**src/design/i2c_master_byte_sequencer_core_macros.svh**
```systemverilog
// Assertion macros shared by the I2C byte sequencer RTL.
`ifndef I2C_MASTER_BYTE_SEQUENCER_CORE_MACROS_SVH
`define I2C_MASTER_BYTE_SEQUENCER_CORE_MACROS_SVH

// Same-cycle implication checked on every clock edge outside reset.
`define I2CMBS_ASSERT_NOW(label, ante, cons, msg) \
    label: assert property (@(posedge aclk) disable iff (!aresetn) (ante) |-> (cons)) \
        else $error(msg);

// Next-cycle implication checked on every clock edge outside reset.
`define I2CMBS_ASSERT_NEXT(label, ante, cons, msg) \
    label: assert property (@(posedge aclk) disable iff (!aresetn) (ante) |=> (cons)) \
        else $error(msg);

`endif

```
**src/design/i2cmbs_pkg.sv**
```systemverilog
// Types, codes and helpers for the I2C master byte sequencer.
package i2cmbs_pkg;

    localparam logic [2:0] CMD_NONE     = 3'd0;
    localparam logic [2:0] CMD_START    = 3'd1;
    localparam logic [2:0] CMD_STOP     = 3'd2;
    localparam logic [2:0] CMD_WRITE    = 3'd3;
    localparam logic [2:0] CMD_RD_ACK   = 3'd4;
    localparam logic [2:0] CMD_RD_NACK  = 3'd5;

    localparam int unsigned BITS_PER_BYTE = 8;

    typedef enum logic [3:0] {
        PH_IDLE     = 4'd0,
        PH_ST_A     = 4'd1,
        PH_ST_B     = 4'd2,
        PH_SP_A     = 4'd3,
        PH_SP_B     = 4'd4,
        PH_SP_C     = 4'd5,
        PH_WR_SETUP = 4'd6,
        PH_WR_HIGH  = 4'd7,
        PH_WR_LOW   = 4'd8,
        PH_AK_REL   = 4'd9,
        PH_AK_HIGH  = 4'd10,
        PH_AK_POLL  = 4'd11,
        PH_RD_LOW   = 4'd12,
        PH_RD_HIGH  = 4'd13,
        PH_AO_LOW   = 4'd14,
        PH_AO_HIGH  = 4'd15
    } phase_t;

    typedef struct packed {
        logic [2:0] cmd;
        logic [7:0] tx_byte;
        logic       sda_sample;
    } item_t;

    typedef struct packed {
        phase_t     phase;
        logic [9:0] wait_count;
        logic [3:0] bit_count;
        logic [7:0] shift;
        logic [7:0] poll_count;
        logic       send_ack;
        logic       scl;
        logic       sda;
        logic       sda_en;
        logic       ack_fail;
        logic [7:0] rx_hold;
    } seq_state_t;

    // Declared from the highest bit down so that scl_level lands in bit 0.
    typedef struct packed {
        logic       ack_failed;
        logic [7:0] rx_byte;
        logic       done_res;
        logic       busy_res;
        logic       sda_enable;
        logic       sda_level;
        logic       scl_level;
    } result_t;

    // Tick count for a delay of us microseconds; a zero rate counts as one.
    function automatic logic [9:0] delay_ticks(input logic [2:0] us,
                                               input logic [7:0] tpu);
        logic [7:0]  t;
        logic [10:0] prod;
        t    = (tpu == 8'd0) ? 8'd1 : tpu;
        prod = 11'(us) * 11'(t);
        return prod[9:0];
    endfunction

endpackage

```
**src/design/i2cmbs_step.sv**
```systemverilog
// Next-state and result logic for one tick of the I2C byte sequencer.
module i2cmbs_step
    import i2cmbs_pkg::*;
(
    input  seq_state_t cur,
    input  item_t      item,
    input  logic [7:0] ticks_per_us,
    input  logic [7:0] ack_timeout,
    output seq_state_t nxt,
    output result_t    res
);

    logic done;

    always_comb begin
        nxt  = cur;
        done = 1'b0;
        priority if (cur.phase == PH_IDLE) begin
            unique case (item.cmd)
                CMD_START: begin
                    nxt.sda_en     = 1'b1;
                    nxt.sda        = 1'b1;
                    nxt.scl        = 1'b1;
                    nxt.phase      = PH_ST_A;
                    nxt.wait_count = delay_ticks(3'd4, ticks_per_us);
                end
                CMD_STOP: begin
                    nxt.sda_en     = 1'b1;
                    nxt.scl        = 1'b0;
                    nxt.sda        = 1'b0;
                    nxt.phase      = PH_SP_A;
                    nxt.wait_count = delay_ticks(3'd4, ticks_per_us);
                end
                CMD_WRITE: begin
                    nxt.shift      = item.tx_byte;
                    nxt.bit_count  = 4'd0;
                    nxt.poll_count = 8'd0;
                    nxt.sda_en     = 1'b1;
                    nxt.scl        = 1'b0;
                    nxt.sda        = item.tx_byte[7];
                    nxt.phase      = PH_WR_SETUP;
                    nxt.wait_count = delay_ticks(3'd2, ticks_per_us);
                end
                CMD_RD_ACK, CMD_RD_NACK: begin
                    nxt.send_ack   = (item.cmd == CMD_RD_ACK);
                    nxt.bit_count  = 4'd0;
                    nxt.shift      = 8'd0;
                    nxt.sda_en     = 1'b0;
                    nxt.scl        = 1'b0;
                    nxt.phase      = PH_RD_LOW;
                    nxt.wait_count = delay_ticks(3'd2, ticks_per_us);
                end
                default: begin
                    // No command, or a code with no meaning: stay idle.
                end
            endcase
        end else if (cur.phase == PH_AK_POLL) begin
            priority if (!item.sda_sample) begin
                nxt.scl      = 1'b0;
                nxt.ack_fail = 1'b0;
                nxt.phase    = PH_IDLE;
                done         = 1'b1;
            end else if (cur.poll_count >= ack_timeout) begin
                // Timeout leaves SCL high and SDA released.
                nxt.ack_fail = 1'b1;
                nxt.phase    = PH_IDLE;
                done         = 1'b1;
            end else begin
                nxt.poll_count = cur.poll_count + 8'd1;
            end
        end else if (cur.wait_count > 10'd1) begin
            nxt.wait_count = cur.wait_count - 10'd1;
        end else begin
            unique case (cur.phase)
                PH_ST_A: begin
                    nxt.sda        = 1'b0;
                    nxt.phase      = PH_ST_B;
                    nxt.wait_count = delay_ticks(3'd4, ticks_per_us);
                end
                PH_ST_B: begin
                    nxt.scl   = 1'b0;
                    nxt.phase = PH_IDLE;
                    done      = 1'b1;
                end
                PH_SP_A: begin
                    nxt.scl        = 1'b1;
                    nxt.phase      = PH_SP_B;
                    nxt.wait_count = delay_ticks(3'd1, ticks_per_us);
                end
                PH_SP_B: begin
                    nxt.sda        = 1'b1;
                    nxt.phase      = PH_SP_C;
                    nxt.wait_count = delay_ticks(3'd4, ticks_per_us);
                end
                PH_SP_C: begin
                    nxt.phase = PH_IDLE;
                    done      = 1'b1;
                end
                PH_WR_SETUP: begin
                    nxt.scl        = 1'b1;
                    nxt.phase      = PH_WR_HIGH;
                    nxt.wait_count = delay_ticks(3'd2, ticks_per_us);
                end
                PH_WR_HIGH: begin
                    nxt.scl        = 1'b0;
                    nxt.phase      = PH_WR_LOW;
                    nxt.wait_count = delay_ticks(3'd2, ticks_per_us);
                end
                PH_WR_LOW: begin
                    nxt.shift     = {cur.shift[6:0], 1'b0};
                    nxt.bit_count = cur.bit_count + 4'd1;
                    if (cur.bit_count + 4'd1 < 4'(BITS_PER_BYTE)) begin
                        nxt.sda        = cur.shift[6];
                        nxt.phase      = PH_WR_SETUP;
                        nxt.wait_count = delay_ticks(3'd2, ticks_per_us);
                    end else begin
                        nxt.sda_en     = 1'b0;
                        nxt.sda        = 1'b1;
                        nxt.phase      = PH_AK_REL;
                        nxt.wait_count = delay_ticks(3'd1, ticks_per_us);
                    end
                end
                PH_AK_REL: begin
                    nxt.scl        = 1'b1;
                    nxt.phase      = PH_AK_HIGH;
                    nxt.wait_count = delay_ticks(3'd1, ticks_per_us);
                end
                PH_AK_HIGH: begin
                    nxt.phase      = PH_AK_POLL;
                    nxt.poll_count = 8'd0;
                end
                PH_RD_LOW: begin
                    nxt.scl        = 1'b1;
                    nxt.phase      = PH_RD_HIGH;
                    nxt.wait_count = delay_ticks(3'd1, ticks_per_us);
                end
                PH_RD_HIGH: begin
                    nxt.shift     = {cur.shift[6:0], item.sda_sample};
                    nxt.bit_count = cur.bit_count + 4'd1;
                    nxt.scl       = 1'b0;
                    if (cur.bit_count + 4'd1 < 4'(BITS_PER_BYTE)) begin
                        nxt.phase      = PH_RD_LOW;
                        nxt.wait_count = delay_ticks(3'd2, ticks_per_us);
                    end else begin
                        nxt.sda_en     = 1'b1;
                        nxt.sda        = !cur.send_ack;
                        nxt.phase      = PH_AO_LOW;
                        nxt.wait_count = delay_ticks(3'd2, ticks_per_us);
                    end
                end
                PH_AO_LOW: begin
                    nxt.scl        = 1'b1;
                    nxt.phase      = PH_AO_HIGH;
                    nxt.wait_count = delay_ticks(3'd2, ticks_per_us);
                end
                PH_AO_HIGH: begin
                    nxt.scl     = 1'b0;
                    nxt.rx_hold = cur.shift;
                    nxt.phase   = PH_IDLE;
                    done        = 1'b1;
                end
                default: begin
                    nxt.phase = PH_IDLE;
                end
            endcase
        end
    end

    assign res.scl_level  = nxt.scl;
    assign res.sda_level  = nxt.sda;
    assign res.sda_enable = nxt.sda_en;
    assign res.busy_res   = (nxt.phase != PH_IDLE);
    assign res.done_res   = done;
    assign res.rx_byte    = nxt.rx_hold;
    assign res.ack_failed = nxt.ack_fail;

endmodule

```
**src/design/i2c_master_byte_sequencer_core.sv**
```systemverilog
// Top level of the pin-level I2C master byte sequencer.
//
// Each input beat on the s_ channel is one timing tick: a command (taken
// only while idle), the byte to write and the sampled SDA level. Each tick
// yields exactly one result beat on the m_ channel with the SCL/SDA drive
// levels, busy and done flags, the last received byte and the ACK status.
// Bus delays last n * ticks_per_us ticks; cfg_addr 0 writes ticks_per_us,
// cfg_addr 1 writes ack_timeout. Write them only while the block is idle.
//
// An accepted input beat is held in the input register, then the sequencer
// step computes its result from it and loads the result register.
// Throughput is one beat per cycle while m_tready is high; the step of one
// tick is combinational and reads the state left by the previous tick.
//
// Synchronous reset puts SCL high and SDA driven high, idles the sequencer,
// clears the received byte and ACK status and empties both registers.
// When m_tready is low the result beat holds and the input register keeps
// one more tick; s_tready drops only once both are full.
module i2c_master_byte_sequencer_core
    import i2cmbs_pkg::*;
(
    input  logic        aclk,
    input  logic        aresetn,
    input  logic        s_tvalid,
    output logic        s_tready,
    // [2:0] cmd, [10:3] tx_byte, [11] sda_sample, [15:12] zero
    input  logic [15:0] s_tdata,
    output logic        m_tvalid,
    input  logic        m_tready,
    // [0] scl_level, [1] sda_level, [2] sda_enable, [3] busy_res,
    // [4] done_res, [12:5] rx_byte, [13] ack_failed, [15:14] zero
    output logic [15:0] m_tdata,
    input  logic        cfg_wr_en,
    input  logic        cfg_addr,
    input  logic [7:0]  cfg_wdata
);

    `include "i2c_master_byte_sequencer_core_macros.svh"

    localparam logic CFG_TICKS_PER_US = 1'b0;
    localparam logic CFG_ACK_TIMEOUT  = 1'b1;

    logic       in_valid_reg;
    item_t      in_item_reg;
    logic       out_valid_reg;
    result_t    out_data_reg;
    seq_state_t state_reg;
    seq_state_t state_next;
    result_t    res_next;
    logic [7:0] ticks_per_us_reg;
    logic [7:0] ack_timeout_reg;
    logic       fire;

    assign fire     = in_valid_reg && (!out_valid_reg || m_tready);
    assign s_tready = !in_valid_reg || fire;
    assign m_tvalid = out_valid_reg;
    assign m_tdata  = {2'b00, out_data_reg};

    i2cmbs_step u_step (
        .cur          (state_reg),
        .item         (in_item_reg),
        .ticks_per_us (ticks_per_us_reg),
        .ack_timeout  (ack_timeout_reg),
        .nxt          (state_next),
        .res          (res_next)
    );

    always_ff @(posedge aclk) begin
        if (!aresetn) begin
            ticks_per_us_reg <= 8'd1;
            ack_timeout_reg  <= 8'd250;
        end else if (cfg_wr_en) begin
            unique case (cfg_addr)
                CFG_TICKS_PER_US: ticks_per_us_reg <= cfg_wdata;
                CFG_ACK_TIMEOUT:  ack_timeout_reg  <= cfg_wdata;
                default: begin
                end
            endcase
        end
    end

    always_ff @(posedge aclk) begin
        if (!aresetn) begin
            in_valid_reg  <= 1'b0;
            out_valid_reg <= 1'b0;
            state_reg     <= '{phase: PH_IDLE, wait_count: 10'd0, bit_count: 4'd0,
                               shift: 8'd0, poll_count: 8'd0, send_ack: 1'b0,
                               scl: 1'b1, sda: 1'b1, sda_en: 1'b1,
                               ack_fail: 1'b0, rx_hold: 8'd0};
        end else begin
            if (s_tready) begin
                in_valid_reg <= s_tvalid;
            end
            if (fire) begin
                out_valid_reg <= 1'b1;
                state_reg     <= state_next;
            end else if (m_tready) begin
                out_valid_reg <= 1'b0;
            end
        end
    end

    always_ff @(posedge aclk) begin
        if (s_tvalid && s_tready) begin
            in_item_reg <= '{cmd: s_tdata[2:0], tx_byte: s_tdata[10:3],
                             sda_sample: s_tdata[11]};
        end
        if (fire) begin
            out_data_reg <= res_next;
        end
    end

    `I2CMBS_ASSERT_NOW(a_done_not_busy, out_valid_reg,
        !(out_data_reg.done_res && out_data_reg.busy_res),
        "result beat reports done while still busy")
    `I2CMBS_ASSERT_NOW(a_wait_nonzero,
        state_reg.phase != PH_IDLE && state_reg.phase != PH_AK_POLL,
        state_reg.wait_count != 10'd0,
        "timed phase entered with a zero delay count")
    `I2CMBS_ASSERT_NEXT(a_start_enters,
        fire && state_reg.phase == PH_IDLE && in_item_reg.cmd == CMD_START,
        state_reg.phase == PH_ST_A,
        "start command from idle did not enter the start phase")
    `I2CMBS_ASSERT_NEXT(a_item_kept, in_valid_reg && !fire, in_valid_reg,
        "held input beat dropped before it was stepped")

endmodule
```
**config.mk**
```make
export PLATFORM = sky130hd
export DESIGN_NAME = i2c_master_byte_sequencer_core
export DESIGN_NICKNAME = d
export VERILOG_FILES = /design/src/design/i2cmbs_pkg.sv /design/src/design/i2cmbs_step.sv /design/src/design/i2c_master_byte_sequencer_core.sv
export VERILOG_INCLUDE_DIRS = /design/src /design/src/design
export SDC_FILE = /design/constraint.sdc
export NUM_CORES = 1
export LEC_CHECK = 0
export ABC_CLOCK_PERIOD_IN_PS = 4300
export BUFFER_PORTS_ARGS = -buffer_cell sky130_fd_sc_hd__buf_2
export CORE_MARGIN = 4
export CORE_UTILIZATION = 30
export CTS_CLUSTER_DIAMETER = 100
export DETAILED_ROUTE_END_ITERATION = 6
export HOLD_SLACK_MARGIN = 0.05
export MAX_ROUTING_LAYER = met4
export PLACE_DENSITY = 0.51
export SETUP_SLACK_MARGIN = 0.1
export SYNTH_ARGS = -nofsm -noshare
export SYNTH_HDL_FRONTEND = slang
export SYNTH_SLANG_ARGS = --single-unit
```
**constraint.sdc**
```tcl
create_clock -name aclk -period 4.3 [get_ports aclk]
set_input_delay 0.645 -clock aclk [delete_from_list [all_inputs] [get_ports aclk]]
set_output_delay 0.645 -clock aclk [all_outputs]
set_load 0.01 [all_outputs]
```
* After elaboration in Yosys (flattened, before gate mapping)
Cells that the tools add are included.
** Cells by class
- Add/sub/neg operators :: 3
- Magnitude comparators :: 3
- Eq/ne operators :: 28
- Muxes and demuxes :: 49
- Bitwise operators :: 1
- Reduce and logical (&&, ||, !) cells :: 29
** Operators with widths (number)
- $mux W8 :: 9
- $pmux W14 S4 :: 1
- $pmux W10 S5 :: 1
- $pmux W12 S2 :: 2
- $pmux W4 S11 :: 1
- $mux W34 :: 1
- $eq A4 B4 Y1 const B :: 8
- $mux W22 :: 1
- $mux W20 :: 1
- $eq A4 B3 Y1 const B :: 4
- $mux W4 :: 4
- $mux W1 :: 14
- $mux W14 :: 1
- $mux W12 :: 1
- $reduce_or A3 Y1 :: 4
- $gt A10 B1 Y1 const B :: 1
- $mux W10 :: 1
- $sub A10 B1 Y10 const B :: 1
- $mux W9 :: 1
- $add A8 B1 Y8 const B :: 1
- $eq A4 B2 Y1 const B :: 2
- $ge A8 B8 Y1 :: 1
- $logic_not A8 Y1 :: 1
- $pmux W1 S2 :: 4
- other kinds (33) :: 47
** Word-level totals
- Register bits :: 91
- Input bits :: 30
- Output and inout port bits :: 18
- Word-level logic and storage cells :: 138

* Longest topological paths before layout
- Depth after elaboration :: 8
- Mapped depth :: 11
- Mapped depth without buffers :: 8

* Hierarchy
Synthesis repeated with hierarchy kept, for this count alone.
** Unflattened totals
- Cells, all modules :: 723
- Area, all modules :: 5934.4 µm²
** Modules (own cells, without submodules)
- i2c_master_byte_sequencer_core :: instances 1, cells each 315, area each 3387.0 µm², sequential area each 2082.0 µm²
- i2cmbs_step :: instances 1, cells each 408, area each 2547.4 µm², sequential area each 0.0 µm²

* Least setup slack after synthesis
Ideal clock, no wire load.
- Path kind :: input to register
- Start point :: in m_tready
- End point :: reg state_reg[20] (netlist name)
- Setup time :: 118 ps
- Data arrival time :: 2487 ps
- Data required time :: 4182 ps
- Setup slack :: 1695 ps
- Stages :: 7
- Path buffers :: 0
- Cell sequence :: nor2b_1 > nand2b_1 > clkinv_1 > nand3_1 > a211o_1 > or4_4 > mux2i_1
** On the way
- Cells in the longest elaborated chain, start to end :: 3
** Ends and longest elaborated chain
- from (decl) :: line i2c_master_byte_sequencer_core.sv:29 : input logic m_tready,
- $logic_or A1 B1 Y1 :: line i2c_master_byte_sequencer_core.sv:54 : assign fire = in_valid_reg && (!out_valid_reg || m_tready);
- $logic_and A1 B1 Y1 :: line i2c_master_byte_sequencer_core.sv:54
- net fire :: line i2c_master_byte_sequencer_core.sv:52 : logic fire;
- $reduce_and A6 Y1 (no source line)
- to (signal assigned) :: line i2c_master_byte_sequencer_core.sv:86 : state_reg <= '{phase: PH_IDLE, wait_count: 10'd0, bit_count: 4'd0,
- to (signal assigned) :: line i2c_master_byte_sequencer_core.sv:96 : state_reg <= state_next;
- to (decl) :: line i2c_master_byte_sequencer_core.sv:47 : seq_state_t state_reg;
The timed path passes the listed nets, and every way through them passes these cells.
A chain may end at the register's enable or synchronous reset.

* Worst setup path after layout
- Start point :: reg state_reg[44] (netlist name)
- End point :: reg state_reg[20] (netlist name)
** On the way
- Cells in the longest elaborated chain, start to end :: 3
- Elaborated cells between the ends (all ways) :: 11
- Classes of those cells :: eq/ne: 6; mux: 2; reduce/logical: 3
** Ends and longest elaborated chain
- $eq A4 B4 Y1, or another cell as far along :: line i2cmbs_step.sv:57 : end else if (cur.phase == PH_AK_POLL) begin
- $ne A3 B2 Y1 (no source line), or another cell as far along
- $reduce_and A6 Y1 (no source line) / $mux W34 (equally long branches)
Several ways; a longest one is shown, not always the timed one.

==> results summary <==
The number of buffers added by the clock tree synthesis step came out at 9. The detailed router placed roughly 4800 vias in this run. The count of input and output buffers came out at 41. The via count of the first global-routing pass is 4690. For this run, asynchronously set or reset flops after synthesis account for 0%. The number of standard cells after synthesis came out at a little over 600. The synthesized-area fraction occupied by and/or/nand/nor cells came out at 22.7%.

STA classifies the critical path endpoint as a flop. The final-report max-slew violation count came out at 0. The sum of routed wire length over all layers came out at 14700 um.

Summed over its instances, the top area cell type makes up roughly 25% of the synthesized netlist area. The number of antenna violations at the first check in global routing is 0. The layout has 1799 filler cells. Relative to the synthesized area, the layout overhead comes to 13.3%. The total die area is 19800 sq um. The highest fanout seen on the critical path is 25. The flow ran to the end, and the final reports show no timing, DRC or antenna violations. Clock-pin slew was measured on the worst setup and hold paths at 0.07 ns. By area, the combinational part of the netlist is dominated by compound AO/OA/AOI/OAI gates. The register with the most flip-flops in the layout has 47 of them. The biggest cell delay along the critical path came out at 0.97 ns.

The adder and majority gate portion of the synthesized area is 2.84%. The clock skew after layout came out at slightly above 0.008 ns. The fraction of the mapped netlist area in compound gates is 24.3%. The smallest setup slack after layout is around 1.3 ns. The number of top-level pins is between 40 and 50. The type of the worst min-delay path is in -> reg. The placement row count is 48.

The starting DRC count in detailed routing came out at 475. The post-detailed-route wirelength per cell is 17.0 um. The first TritonRoute pass finished after 5 iterations.

The sequential fraction of the synthesis area came out at 39.4%. In this run, synthesis produced a sequential element count of 91. The net count of the finished layout is 675. The synthesized design contains 26 enable-type register cells. For this run, the top clock speed supported by timing is 329 MHz. In this run the clock root is driven by a clkbuf_16.

The total track usage is between 15 and 20%. The library cell with the largest summed area after synthesis is dfxtp_1. The predominant post-synthesis flop cell is dfxtp_1. The total power came out at 2.31 mW.

The tightest slew margin relative to the limit came out at 34.0%. At the worst endpoint, the required time is 4.53 ns. The maximum level of the CTS H-tree is 3. Power spread over the standard cell area amounts to slightly below 400 nW/um^2. The share of final-layout standard cells stronger than drive strength 1 is 14.9%. From bottom edge to top edge, the die measures 141 um. Using the TritonRoute via totals, the vias-per-cell ratio works out to 5.57.

In the final timing run, aggregate negative setup slack is 0 ns. The signal on the critical path passes through nand2_1 -> o22ai_1 -> nand3_1 -> a211o_1 -> or4_4 -> mux2i_1. The final setup violation count is 0. Data arrives at the worst endpoint at between 3 and 4 ns. The final antenna-violating net count came out at 0. The slew of the pin with the lowest slew margin is 0.989 ns. The die boundary width came out at roughly 140 um. The cell at the slowest stage of the critical path is dfxtp_1. The initial core utilization came out at a little under a third.

A synthesized cell averages 8.63 sq um. The pre-CTS setup slack is ~1.3 ns. The clock latency of the later-clocked register in the worst-skew pair is 0.35 ns.

The number of distinct standard cells referenced by the synthesized netlist is 76. The global-route wire length before repair is 24300 um. The number of max-cap violations came out at 0. The maximum clock insertion buffer count came out at 2.

The number of failing hold endpoints at the final stage is 0. After clock tree synthesis, the repair step resized 0 gates. After layout, the worst path uses 70.6% of the clock period. After synthesis, the cell types taking the most area are dfxtp_1 (25%), edfxtp_1 (15%), nand2_1 (6.2%). The TritonCTS sink count is 91. The netlist area before placement came out at roughly 5300 sq um. Final hold analysis gives a worst-case slack of 0.468 ns. After global routing the overflow that remains totals 0. The worst path needs between 3 and 4 ns of the cycle, external delays included. The category of the critical setup timing path is reg -> reg.

Routability-driven placement finished with a final weighted congestion of 0.891. The type of element launching the critical path is a flop. The wire-length estimate of the detail-placed layout is 10200 um. TritonCTS built the clock tree. The post-CTS setup-driven buffer insertion count is 0. The final core area utilization is 34.6%.

In this run the static leakage power is 2.26 nW. The number of antenna diodes came out at 0. The synthesized-area fraction occupied by xor and xnor cells is 1.82%.

The proportion of synthesized area in mux cells is 3.79%. The total DRC errors in the routed layout is 0. The largest voltage drop on the vdd net came out at about 0.16 mV. The core footprint came out at 17300 sq um.

Setup repair after global routing left no endpoint under its margin. The warning count from the yosys run came out at 0. The maximum number of pins on one net before global-route repair is 47. The number of buffers inserted by hold repair at cts is 0.
-- metrics by stage --
stage	instance area (sq um)	cells
6_report	5980	863
5_1_grt	5980	863
4_1_cts	5980	863
3_5_place_dp	5690	847
3_3_place_gp	5690	847
2_1_floorplan	5290	613
-- logic make-up (layout without fill, tap and decap cells) --
group / count (synthesis) / in the layout
flip-flops: 91 / 91
multiplexers: 19 / 19
adder cells (fa/ha/maj): 12 / 12
XOR/XNOR: 11 / 11
AND/OR/NAND/NOR: 238 / 238
other: 1 / 2
AO/OA/AOI/OAI: 174 / 174
buffers and inverters: 66 / 91
-- area by class of cell --
cell class | instances | area [sq um] | share of cell area [%]
multi-input combinational | 456 | 2950 | 49.3
inverter | 21 | 78.8 | 1.32
timing repair buffer | 54 | 303 | 5.06
clock inverter | 6 | 52.6 | 0.878
clock buffer | 10 | 239 | 3.99
tap | 225 | 282 | 4.70
sequential | 91 | 2080 | 34.8
-- final timing paths --
| kind | from | to | slack [ns] | cells after the start |
|---|---|---|---|---|
| setup / recovery | state_reg[44]$_SDFFE_PN0P_ | state_reg[20]$_SDFFE_PN0P_ | 1.26 | 6 |
| hold / removal | s_tdata[0] | in_item_reg[9]$_DFFE_PP_ | 0.47 | 1 |
| setup reg to reg | state_reg[44]$_SDFFE_PN0P_ | state_reg[20]$_SDFFE_PN0P_ | 1.26 | 6 |
| hold reg to reg | ticks_per_us_reg[0]$_SDFFE_PN1P_ | ticks_per_us_reg[0]$_SDFFE_PN1P_ | 0.48 | 2 |
-- cells in the mapped netlist, types with 8 or more instances --
master / count
ha_1: 12
mux2i_1: 11
nor2b_1: 19
nor2_1: 33
nand2_1: 87
xnor2_1: 9
o21ai_0: 24
dfxtp_1: 65
mux2_2: 8
o22ai_1: 9
o211a_1: 12
nand3_1: 39
a21oi_1: 27
nor3_1: 15
a21boi_0: 11
inv_1: 20
clkbuf_1: 35
edfxtp_1: 26
o211ai_1: 14
-- cells in the final DEF (no fill, tap or decap), types with 11 or more instances in the layout --
| cell type | instances |
|---|---|
| a21boi_0 | 11 |
| a21oi_1 | 27 |
| buf_2 | 41 |
| buf_4 | 13 |
| dfxtp_1 | 65 |
| edfxtp_1 | 26 |
| ha_1 | 12 |
| inv_1 | 20 |
| mux2i_1 | 11 |
| nand2_1 | 87 |
| nand3_1 | 39 |
| nor2_1 | 33 |
| nor2b_1 | 19 |
| nor3_1 | 15 |
| o211a_1 | 12 |
| o211ai_1 | 14 |
| o21ai_0 | 24 |
-- critical path, delay by kind of cell (launching register included) --
| family | cells | cell delay (ns) |
|---|---|---|
| flops | 1 | 0.97 |
| compound gates | 2 | 0.66 |
| simple gates | 3 | 1.16 |
| mux | 1 | 0.13 |
-- report_power, final --
part,switching (mW),total (mW),leakage (nW),internal [mW]
registers,0.0613,0.990,0.781,0.929
clock network,0.359,0.778,0.143,0.419
logic,0.341,0.538,1.34,0.198
-- metal layers --
metal / vias up / global-route usage [%] / share of wire (%)
li1: 2309 / - / -
met1: 2336 / 19.7 / 45
met2: 140 / 24.2 / 48
met3: 21 / 2.99 / 5.0
met4: 0 / 5.76 / 1.6
met5: - / - / 0
No activity file was read; power rests on OpenSTA's default activity.
